$ cat src/rtl/key_matrix_scan_debounce_assert.svh
// Assertion macros shared by the key matrix scanner RTL.
`ifndef KEY_MATRIX_SCAN_DEBOUNCE_ASSERT_SVH
`define KEY_MATRIX_SCAN_DEBOUNCE_ASSERT_SVH

// Check that cons holds in the same cycle as ante.
`define KMS_ASSERT_IMP(label, clk_s, rst_s, ante, cons, msg) \
  label: assert property (@(posedge clk_s) disable iff (rst_s) (ante) |-> (cons)) \
    else $error(msg);

// Check that cons holds in the cycle after ante.
`define KMS_ASSERT_NXT(label, clk_s, rst_s, ante, cons, msg) \
  label: assert property (@(posedge clk_s) disable iff (rst_s) (ante) |=> (cons)) \
    else $error(msg);

`endif

$ cat src/rtl/kms_pkg.sv
// Shared types and constants of the key matrix scanner.
package kms_pkg;

  localparam int MAX_ROWS_DEF = 8;
  localparam int MAX_COLS_DEF = 8;

  localparam int IN_COLS     = 8;
  localparam int LEVEL_W     = 8;
  localparam int CNT_W       = 8;
  localparam int LIMIT_W     = 8;
  localparam int ROWS_W      = 4;
  localparam int COLS_W      = 4;
  localparam int COL_W       = 3;
  localparam int ROW_OUT_W   = 3;
  localparam int KEY_W       = 6;
  localparam int EV_W        = 2;
  localparam int TDATA_IN_W  = 8;
  localparam int TDATA_OUT_W = 16;
  localparam int CFG_IDX_W   = 2;
  localparam int CFG_DATA_W  = 8;

  localparam logic [CFG_IDX_W-1:0] REG_LIMIT = 2'd0;
  localparam logic [CFG_IDX_W-1:0] REG_ROWS  = 2'd1;
  localparam logic [CFG_IDX_W-1:0] REG_COLS  = 2'd2;

  localparam logic [LIMIT_W-1:0] LIMIT_RESET = 8'd5;
  localparam logic [ROWS_W-1:0]  ROWS_RESET  = 4'd4;
  localparam logic [COLS_W-1:0]  COLS_RESET  = 4'd4;

  typedef enum logic [EV_W-1:0] {
    EV_NONE    = 2'd0,
    EV_PRESS   = 2'd1,
    EV_RELEASE = 2'd2
  } ev_t;

  typedef struct packed {
    logic [LIMIT_W-1:0] debounce_limit;
    logic [ROWS_W-1:0]  rows_in_use;
    logic [COLS_W-1:0]  cols_in_use;
  } cfg_t;

  typedef struct packed {
    logic valid;
    logic full;
  } q_stat_t;

endpackage

$ cat src/rtl/kms_ram.sv
// Generic single-write, single-read RAM with registered read data.
module kms_ram #(
  parameter int WIDTH = 8,
  parameter int DEPTH = 64
) (
  input  logic                                    clk,
  input  logic                                    we,
  input  logic [((DEPTH > 1) ? $clog2(DEPTH) : 1)-1:0] waddr,
  input  logic [WIDTH-1:0]                        wdata,
  input  logic                                    re,
  input  logic [((DEPTH > 1) ? $clog2(DEPTH) : 1)-1:0] raddr,
  output logic [WIDTH-1:0]                        rdata
);

  logic [WIDTH-1:0] mem [DEPTH];

  always_ff @(posedge clk) begin
    if (we) begin
      mem[waddr] <= wdata;
    end
    if (re) begin
      rdata <= mem[raddr];
    end
  end

endmodule

$ cat src/rtl/kms_front.sv
// Front end: accepts row scans, tracks the scanned row and queues scan requests.
module kms_front #(
  parameter int MAX_ROWS = kms_pkg::MAX_ROWS_DEF,
  parameter int MAX_COLS = kms_pkg::MAX_COLS_DEF,
  parameter int ENTRY_W  = 26
) (
  input  logic                              clk,
  input  logic                              rst,
  input  kms_pkg::cfg_t                     cfg,
  input  logic                              s_tvalid,
  output logic                              s_tready,
  input  logic [kms_pkg::TDATA_IN_W-1:0]    s_tdata,
  input  kms_pkg::q_stat_t                  q_stat,
  output logic                              q_push,
  output logic [ENTRY_W-1:0]                q_data
);

  localparam int RW      = (MAX_ROWS > 1) ? $clog2(MAX_ROWS) : 1;
  localparam int COL_CAP = (MAX_COLS < kms_pkg::IN_COLS) ? MAX_COLS : kms_pkg::IN_COLS;

  logic [RW-1:0]              current_row;
  logic [RW-1:0]              row_next;
  logic [4:0]                 eff_rows;
  logic [4:0]                 row_inc;
  logic [kms_pkg::COLS_W-1:0] ncols;
  logic [7:0]                 base_full;
  logic                       accept;

  assign s_tready = !q_stat.full;
  assign accept   = s_tvalid && s_tready;

  // Clamp the column count to the array and the input width.
  assign ncols = (cfg.cols_in_use > kms_pkg::COLS_W'(COL_CAP)) ?
                 kms_pkg::COLS_W'(COL_CAP) : cfg.cols_in_use;

  // A row count of zero behaves like one: the row stays at zero.
  assign eff_rows = (5'(cfg.rows_in_use) > 5'(MAX_ROWS)) ? 5'(MAX_ROWS) :
                    5'(cfg.rows_in_use);
  assign row_inc  = 5'(current_row) + 5'd1;
  assign row_next = (row_inc >= eff_rows) ? '0 : RW'(row_inc);

  assign base_full = 8'(current_row) * 8'(ncols);

  // Drop scans that examine no column; the row still advances.
  assign q_push = accept && (ncols != '0);
  assign q_data = ENTRY_W'({base_full[kms_pkg::KEY_W-1:0], ncols, current_row, s_tdata});

  always_ff @(posedge clk) begin
    if (rst) begin
      current_row <= '0;
    end else if (accept) begin
      current_row <= row_next;
    end
  end

endmodule

$ cat src/rtl/kms_queue.sv
// Two-entry request queue between the front end and the column sequencer.
module kms_queue #(
  parameter int W = 26
) (
  input  logic             clk,
  input  logic             rst,
  input  logic             push,
  input  logic [W-1:0]     push_data,
  input  logic             pop,
  output logic [W-1:0]     head_data,
  output kms_pkg::q_stat_t stat
);

  logic [W-1:0] slot [2];
  logic         wr_ptr;
  logic         rd_ptr;
  logic [1:0]   count;

  assign head_data  = slot[rd_ptr];
  assign stat.valid = (count != 2'd0);
  assign stat.full  = (count == 2'd2);

  always_ff @(posedge clk) begin
    if (rst) begin
      wr_ptr <= 1'b0;
      rd_ptr <= 1'b0;
      count  <= 2'd0;
    end else begin
      if (push) begin
        wr_ptr <= !wr_ptr;
      end
      if (pop) begin
        rd_ptr <= !rd_ptr;
      end
      if (push && !pop) begin
        count <= count + 2'd1;
      end else if (pop && !push) begin
        count <= count - 2'd1;
      end
    end
  end

  always_ff @(posedge clk) begin
    if (push) begin
      slot[wr_ptr] <= push_data;
    end
  end

endmodule

$ cat src/rtl/kms_back.sv
// Back end: walks the columns of each queued scan, updates counters, drives results.
module kms_back #(
  parameter int MAX_ROWS = kms_pkg::MAX_ROWS_DEF,
  parameter int MAX_COLS = kms_pkg::MAX_COLS_DEF,
  parameter int ENTRY_W  = 26
) (
  input  logic                              clk,
  input  logic                              rst,
  input  kms_pkg::cfg_t                     cfg,
  input  kms_pkg::q_stat_t                  q_stat,
  input  logic [ENTRY_W-1:0]                q_data,
  output logic                              q_pop,
  output logic                              m_tvalid,
  input  logic                              m_tready,
  output logic [kms_pkg::TDATA_OUT_W-1:0]   m_tdata,
  output logic                              m_tlast
);

  localparam int RW    = (MAX_ROWS > 1) ? $clog2(MAX_ROWS) : 1;
  localparam int DEPTH = MAX_ROWS * MAX_COLS;
  localparam int AW    = (DEPTH > 1) ? $clog2(DEPTH) : 1;
  localparam int PAD_W = kms_pkg::TDATA_OUT_W - kms_pkg::ROW_OUT_W - kms_pkg::KEY_W -
                         kms_pkg::EV_W;

  // Head of queue
  logic [kms_pkg::LEVEL_W-1:0]   h_levels;
  logic [RW-1:0]                 h_row;
  logic [kms_pkg::COLS_W-1:0]    h_ncols;
  logic [kms_pkg::KEY_W-1:0]     h_base;

  // Issue stage
  logic [kms_pkg::COL_W-1:0]     col;
  logic                          a_last;
  logic                          a_fire;
  logic [AW+3:0]                 a_addr_full;
  logic [AW-1:0]                 a_addr;

  // Update stage
  logic                          r_valid;
  logic [AW-1:0]                 r_addr;
  logic                          r_pressed;
  logic [kms_pkg::KEY_W-1:0]     r_key;
  logic [kms_pkg::ROW_OUT_W-1:0] r_row;
  logic                          r_last;
  logic                          r_vld;
  logic                          r_fwd;
  logic [kms_pkg::CNT_W-1:0]     r_fwd_cnt;
  logic [kms_pkg::CNT_W-1:0]     r_cnt;
  logic [kms_pkg::CNT_W-1:0]     r_cnt_next;
  kms_pkg::ev_t                  r_ev;
  logic                          r_fire;
  logic [kms_pkg::CNT_W-1:0]     ram_rdata;
  logic [DEPTH-1:0]              entry_valid;

  // Output register
  logic                          out_free;
  logic [kms_pkg::ROW_OUT_W-1:0] m_row;
  logic [kms_pkg::KEY_W-1:0]     m_key;
  kms_pkg::ev_t                  m_ev;

  assign {h_base, h_ncols, h_row, h_levels} = q_data;

  assign a_last      = ((4'(col) + 4'd1) == h_ncols);
  assign a_addr_full = (AW+4)'(h_row) * (AW+4)'(MAX_COLS) + (AW+4)'(col);
  assign a_addr      = a_addr_full[AW-1:0];

  assign out_free = !m_tvalid || m_tready;
  assign r_fire   = r_valid && out_free;
  assign a_fire   = q_stat.valid && (!r_valid || r_fire);
  assign q_pop    = a_fire && a_last;

  // Entries never written read as zero; a write to the address being read is forwarded.
  assign r_cnt = r_fwd ? r_fwd_cnt : (r_vld ? ram_rdata : '0);

  always_comb begin
    r_cnt_next = r_cnt;
    r_ev       = kms_pkg::EV_NONE;
    if (r_pressed) begin
      if (r_cnt < cfg.debounce_limit) begin
        r_cnt_next = r_cnt + 8'd1;
        if (r_cnt_next == cfg.debounce_limit) begin
          r_ev = kms_pkg::EV_PRESS;
        end
      end
    end else if (r_cnt != '0) begin
      r_cnt_next = r_cnt - 8'd1;
      if (r_cnt_next == '0) begin
        r_ev = kms_pkg::EV_RELEASE;
      end
    end
  end

  kms_ram #(
    .WIDTH (kms_pkg::CNT_W),
    .DEPTH (DEPTH)
  ) u_cnt_ram (
    .clk   (clk),
    .we    (r_fire),
    .waddr (r_addr),
    .wdata (r_cnt_next),
    .re    (a_fire),
    .raddr (a_addr),
    .rdata (ram_rdata)
  );

  always_ff @(posedge clk) begin
    if (rst) begin
      col         <= '0;
      r_valid     <= 1'b0;
      m_tvalid    <= 1'b0;
      entry_valid <= '0;
    end else begin
      if (a_fire) begin
        col <= a_last ? '0 : col + 3'd1;
      end
      if (a_fire) begin
        r_valid <= 1'b1;
      end else if (r_fire) begin
        r_valid <= 1'b0;
      end
      if (r_fire) begin
        m_tvalid            <= 1'b1;
        entry_valid[r_addr] <= 1'b1;
      end else if (m_tready) begin
        m_tvalid <= 1'b0;
      end
    end
  end

  always_ff @(posedge clk) begin
    if (a_fire) begin
      r_addr    <= a_addr;
      r_pressed <= !h_levels[col];
      r_key     <= h_base + 6'(col);
      r_row     <= kms_pkg::ROW_OUT_W'(h_row);
      r_last    <= a_last;
      r_vld     <= entry_valid[a_addr];
      r_fwd     <= r_fire && (r_addr == a_addr);
      r_fwd_cnt <= r_cnt_next;
    end
    if (r_fire) begin
      m_row   <= r_row;
      m_key   <= r_key;
      m_ev    <= r_ev;
      m_tlast <= r_last;
    end
  end

  assign m_tdata = {{PAD_W{1'b0}}, m_ev, m_key, m_row};

endmodule

$ cat src/rtl/key_matrix_scan_debounce.sv
// Top level of the key matrix scanner with per-key debounce counters.
//
// Input stream (s_*): one request per row scan; s_tdata carries the column levels
// read while the current row is driven low, bit c for column c, low meaning pressed.
// Output stream (m_*): one result per examined column, in column order, with tlast
// on the final column of the row. Scans that examine no column give no result.
// Configuration: cfg_we writes cfg_data into register cfg_index (0 debounce limit,
// 1 rows in use, 2 columns in use); write only while the block is idle.
// Path: an accepted scan waits in the queue; the column sequencer then reads each column's
// counter, updates it and loads the result into the output register, in column order.
// Throughput: one result per cycle while the receiver keeps tready high; a scan examines
// up to 8 columns. The column sequencer, with one counter read-modify-write per cycle, sets the rate.
// A two-entry queue lets the front keep accepting scans while the back is busy.
// Reset: control state clears at once; every counter reads as zero until written
// through per-entry valid bits, so no clearing pass is needed. Row and registers
// return to their defaults (limit 5, 4 rows, 4 columns).
// Receiver stall: the output register holds, the sequencer halts, the queue fills
// and s_tready falls once two scans are waiting.
module key_matrix_scan_debounce #(
  parameter int MAX_ROWS = kms_pkg::MAX_ROWS_DEF,
  parameter int MAX_COLS = kms_pkg::MAX_COLS_DEF
) (
  input  logic                             clk,
  input  logic                             rst,
  input  logic                             s_tvalid,
  output logic                             s_tready,
  input  logic [kms_pkg::TDATA_IN_W-1:0]   s_tdata,   // [7:0] column_levels
  output logic                             m_tvalid,
  input  logic                             m_tready,
  output logic [kms_pkg::TDATA_OUT_W-1:0]  m_tdata,   // [2:0] row_scanned, [8:3] key_index,
                                                      // [10:9] event_res, [15:11] zero
  output logic                             m_tlast,
  input  logic                             cfg_we,
  input  logic [kms_pkg::CFG_IDX_W-1:0]    cfg_index,
  input  logic [kms_pkg::CFG_DATA_W-1:0]   cfg_data
);

  `include "key_matrix_scan_debounce_assert.svh"

  localparam int RW      = (MAX_ROWS > 1) ? $clog2(MAX_ROWS) : 1;
  // Queue entry: levels, row, column count, key index base.
  localparam int ENTRY_W = kms_pkg::LEVEL_W + RW + kms_pkg::COLS_W + kms_pkg::KEY_W;

  kms_pkg::cfg_t     cfg;
  kms_pkg::q_stat_t  q_stat;
  logic              q_push;
  logic              q_pop;
  logic [ENTRY_W-1:0] q_in;
  logic [ENTRY_W-1:0] q_head;

  // Configuration registers; an index beyond the list is ignored.
  always_ff @(posedge clk) begin
    if (rst) begin
      cfg.debounce_limit <= kms_pkg::LIMIT_RESET;
      cfg.rows_in_use    <= kms_pkg::ROWS_RESET;
      cfg.cols_in_use    <= kms_pkg::COLS_RESET;
    end else if (cfg_we) begin
      unique case (cfg_index)
        kms_pkg::REG_LIMIT: cfg.debounce_limit <= cfg_data;
        kms_pkg::REG_ROWS:  cfg.rows_in_use    <= cfg_data[kms_pkg::ROWS_W-1:0];
        kms_pkg::REG_COLS:  cfg.cols_in_use    <= cfg_data[kms_pkg::COLS_W-1:0];
        default: ;
      endcase
    end
  end

  // Accept scans, advance the row, queue non-empty scans.
  kms_front #(
    .MAX_ROWS (MAX_ROWS),
    .MAX_COLS (MAX_COLS),
    .ENTRY_W  (ENTRY_W)
  ) u_front (
    .clk      (clk),
    .rst      (rst),
    .cfg      (cfg),
    .s_tvalid (s_tvalid),
    .s_tready (s_tready),
    .s_tdata  (s_tdata),
    .q_stat   (q_stat),
    .q_push   (q_push),
    .q_data   (q_in)
  );

  // Hold up to two scans between front and back.
  kms_queue #(
    .W (ENTRY_W)
  ) u_queue (
    .clk       (clk),
    .rst       (rst),
    .push      (q_push),
    .push_data (q_in),
    .pop       (q_pop),
    .head_data (q_head),
    .stat      (q_stat)
  );

  // Walk columns, update the counter store, drive the output register.
  kms_back #(
    .MAX_ROWS (MAX_ROWS),
    .MAX_COLS (MAX_COLS),
    .ENTRY_W  (ENTRY_W)
  ) u_back (
    .clk      (clk),
    .rst      (rst),
    .cfg      (cfg),
    .q_stat   (q_stat),
    .q_data   (q_head),
    .q_pop    (q_pop),
    .m_tvalid (m_tvalid),
    .m_tready (m_tready),
    .m_tdata  (m_tdata),
    .m_tlast  (m_tlast)
  );

  // The front never pushes into a full queue.
  `KMS_ASSERT_IMP(a_no_overflow, clk, rst, q_push, !q_stat.full, "push into full queue")
  // The back never pops an empty queue.
  `KMS_ASSERT_IMP(a_no_underflow, clk, rst, q_pop, q_stat.valid, "pop from empty queue")
  // A pushed scan is waiting in the following cycle.
  `KMS_ASSERT_NXT(a_push_seen, clk, rst, q_push, q_stat.valid, "pushed scan lost")
  // The counter update only ever reports none, press or release.
  `KMS_ASSERT_IMP(a_ev_code, clk, rst, m_tvalid, m_tdata[10:9] != 2'b11, "bad event code")

endmodule
$ cat config.mk
export PLATFORM = sky130hd
export DESIGN_NAME = key_matrix_scan_debounce
export DESIGN_NICKNAME = d
export VERILOG_FILES = /design/src/rtl/kms_pkg.sv /design/src/rtl/kms_ram.sv /design/src/rtl/kms_front.sv /design/src/rtl/kms_queue.sv /design/src/rtl/kms_back.sv /design/src/rtl/key_matrix_scan_debounce.sv
export VERILOG_INCLUDE_DIRS = /design/src /design/src/rtl
export SDC_FILE = /design/constraint.sdc
export NUM_CORES = 1
export LEC_CHECK = 0
export BUFFER_PORTS_ARGS = -buffer_cell sky130_fd_sc_hd__buf_2
export CAP_MARGIN = 5
export CORE_MARGIN = 2
export CORE_UTILIZATION = 35
export CTS_BUF_LIST = sky130_fd_sc_hd__clkbuf_4 sky130_fd_sc_hd__clkbuf_8
export DETAILED_ROUTE_END_ITERATION = 6
export MAX_ROUTING_LAYER = met4
export SLEW_MARGIN = 20
export SYNTH_ARGS = -nofsm -noshare
export SYNTH_HDL_FRONTEND = slang
export SYNTH_SLANG_ARGS = --single-unit
$ cat constraint.sdc
create_clock -name clk -period 6.1 [get_ports clk]
set_clock_uncertainty 0.15 [all_clocks]
set_input_delay 0.915 -clock clk [delete_from_list [all_inputs] [get_ports clk]]
set_output_delay 0.915 -clock clk [all_outputs]
set_load 0.005 [all_outputs]
==> impl_metrics.tcl <==
set metrics [dict create \
    status "finished, final reports clean" \
    path_max_fanout 65 \
    avgSynthCellArea_um2 17.6 \
    total_leakage_power_nw 10.1 \
    drt_iter0_drc 988 \
    rsz0062_at_grt "no" \
    io_buffer_count 36 \
    nFillCells 7172 \
    critical_path.max_stage_delay_ns 0.78 \
    synth.area.mux_share 0.152 \
    synth-adder-area-share 0.0150 \
    postSynthCellCount 1585 \
    slew_violations 0 \
    ys_warn_count 0 \
    cts_num_sinks 691 \
    die_w_um 286 \
    whs_path_depth 1 \
    io_pins 42 \
    fmax_ghz 0.246 \
    synth-compound-area-share 0.0288 \
    row_count 103 \
    arrival_ns 4.25 \
    cts_setup_buffers 0 \
    setup_slack_ns 2.04 \
    pwr_density_cell_nw_per_um2 458 \
    synth_cell_type_count 59 \
    cts_resized 0 \
    wl_per_cell_um 22.0 \
    cts_htree_levels 3 \
    synthXorXnorAreaFrac 0.0135 \
    worstMarginPinSlew_ns 1.12 \
    area.sequential_um2 19800 \
    gr-total-overflow 0 \
    synth_ff_type "edfxtp_1" \
    finalNetCount 1729 \
    crit_path_end_kind "flop" \
    antenna_found_initial 2 \
    maxCapViolations 0 \
    final.min_clock_period_ns 4.06 \
    hold_viol_final 0 \
    cts_buffers 104 \
    worstSetupPathType "reg -> reg" \
    syn2layout_area_growth_pct 13.0 \
    routed_wl_um 62000 \
    drcViolationCount 0 \
    post-place-ws_ns 1.76 \
    clk_pin_slew_ns 0.06 \
    gp_congestion 0.844 \
    dieArea_um2 81900 \
    die_h_um 286 \
    floorplan.initialDensity 0.353 \
    tritoncts "built" \
    ant_nets 0 \
    synth-async-reset-ratio 0 \
    viasPerCell 5.14 \
    clockBufferDepth 3 \
    required_ns 6.29 \
    hpwl_um 38300 \
    grt_pass1_wl_um 94000 \
    slew_headroom 0.254 \
    ctsHoldBuffers 0 \
    cts-root-buf "clkbuf_8" \
    grt.total_usage 0.157 \
    post-route-period-util 0.666 \
    synthSimpleGateAreaFrac 0.0606 \
    synth_edf_count 598 \
    ys_seq_area_frac 0.711 \
    start_kind "flop" \
    setup_viol 0 \
    ir_worst_vdd_uv 621 \
    mappedNetlistArea_um2 27900 \
    drive_gt1_frac 0.256 \
    setup_tns_ns 0 \
    first_global_vias 14761 \
    clk-insertion-delay-late_ns 0.72 \
    dr_total_vias 14462 \
    cp_cell_sequence "nor2b_4, a22oi_2, inv_2, ha_1, a211o_1, o2111ai_1, nand2_1, or3_1, a31o_2, buf_4" \
    ff2ff_path_depth 10 \
    coreArea_um2 78900 \
    multiInputGateArea_um2 7610 \
    grt_max_degree 67 \
    cp_slowest_cell "edfxtp_1" \
    synth_top_family_by_area "multiplexers" \
    drt-pass1-iter-count 5 \
    hold_path_class "in -> reg" \
    synth-seq-cells 691 \
]
-- where the power goes --
| part | total, mW | switching (mW) | leakage, nW | internal (mW) |
|---|---|---|---|---|
| Clock | 3.94 | 1.77 | 1.19 | 2.18 |
| Sequential | 6.88 | 0.272 | 6.20 | 6.61 |
| Combinational | 3.59 | 2.44 | 2.68 | 1.15 |
-- metal layers --
layer | wire length [µm] | up-vias | track usage | share of wire
li1 | - | 6372 | - | -
met1 | 27300 | 7497 | 0.212 | 0.44
met4 | 1370 | 0 | 0.0469 | 0.022
met5 | 0 | - | - | 0
met2 | 29500 | 489 | 0.242 | 0.48
met3 | 3840 | 104 | 0.0319 | 0.062
-- sequential cells by signal (all words and copies together) (netlist names), 2 cells and up, named ones only --
register and flops:
u_back.u_cnt_ram.mem 512, u_back.entry_valid 64, u_queue.slot 42, cfg 16, u_back.r_fwd_cnt 8, u_back.u_cnt_ram.rdata 8
u_back.m_key 6, u_back.r_key 6, u_back.col 3, u_back.m_row 3, u_back.r_addr 3, u_back.r_row 3
u_front.current_row 3, u_back.m_ev 2, u_queue.count 2
-- final cells by class --
class / count / share of cell area
Antenna cell: 2 / 0.000159
Clock buffer: 161 / 0.0620
Clock inverter: 34 / 0.00823
Inverter: 32 / 0.00381
Multi-Input combinational cell: 788 / 0.242
Sequential cell: 691 / 0.630
Tap cell: 1050 / 0.0417
Timing Repair Buffer: 58 / 0.0125
-- cell usage after synthesis (all sizes together) (14+ instances only) --
| cell | number | area, µm² |
|---|---|---|
| mux4 | 174 | 3920 |
| nor3 | 14 | 80.1 |
| nand2 | 45 | 169 |
| ha | 27 | 338 |
| mux2i | 25 | 250 |
| a21oi | 42 | 210 |
| clkbuf | 33 | 124 |
| o21ai | 26 | 138 |
| xnor2 | 32 | 280 |
| nand3 | 14 | 70.1 |
| nor2b | 16 | 108 |
| dfxtp | 93 | 1860 |
| edfxtp | 598 | 18000 |
| buf | 45 | 295 |
| nor2 | 239 | 897 |
| inv | 32 | 120 |
-- through the flow --
stage / hold slack (ns) / total power [mW] / instances / utilization / area (µm²)
detailed placement: 0.256 / 10.6 / 2618 / 0.371 / 29200
floorplan: 0.250 / 9.20 / 1589 / - / 27900
finish: 0.241 / 14.4 / 2816 / 0.399 / 31500
global route: 0.196 / 15.1 / 2816 / 0.399 / 31500
global placement: 0.252 / 10.5 / 2618 / 0.371 / 29200
CTS: 0.188 / 14.6 / 2813 / 0.399 / 31500
-- worst max-delay path: cells and delay by family, from the launching register on --
kind	cells	cell delay (ns)
and+or+nand+nor	3	0.69
AOI/OAI and AO/OA	4	1.28
buffers and inverters	2	0.42
DFF	1	0.78
adders and majority gates	1	0.30
-- final timing paths --
check                       start  slack [ns]                          end
setup reg to reg     u_back.r_fwd        2.04  u_back.u_cnt_ram.mem[18][5]
hold / removal         s_tdata[3]        0.24           u_queue.slot[1][3]
hold reg to reg   u_back.r_key[3]        0.27              u_back.m_key[3]
setup / recovery     u_back.r_fwd        2.04  u_back.u_cnt_ram.mem[18][5]
-- cells by family after synthesis --
kind of cell,count (synthesis)
compound gates,126
xor+xnor,43
fa+ha+maj,31
buf+inv,110
flops,691
mux,204
other cells,1
simple gates,379
-- layout by cell type, fill, tap and decap left out, types with 6 or more instances in the layout --
cell type / Yosys / routed
buf_2: 17 / 35
nand2b_1: 6 / 6
edfxtp_1: 598 / 598
xnor2_1: 32 / 31
nand3b_1: 7 / 7
o22ai_1: 10 / 10
inv_1: 31 / 31
clkbuf_8: 0 / 119
o21ai_0: 15 / 15
ha_1: 27 / 27
buf_4: 20 / 19
mux2i_1: 25 / 23
nor2b_1: 15 / 14
a21oi_1: 42 / 41
clkinv_2: 0 / 15
dfxtp_1: 93 / 90
and2_1: 11 / 10
a211o_1: 6 / 6
clkbuf_4: 0 / 42
a211oi_1: 9 / 9
nand2_1: 45 / 45
clkinv_1: 0 / 11
o21ai_1: 9 / 9
xor2_1: 11 / 11
nand3_1: 14 / 14
nor3_1: 12 / 10
mux4_2: 174 / 174
nor2_1: 239 / 238
Note: power is estimated with default switching activity, not from simulation.
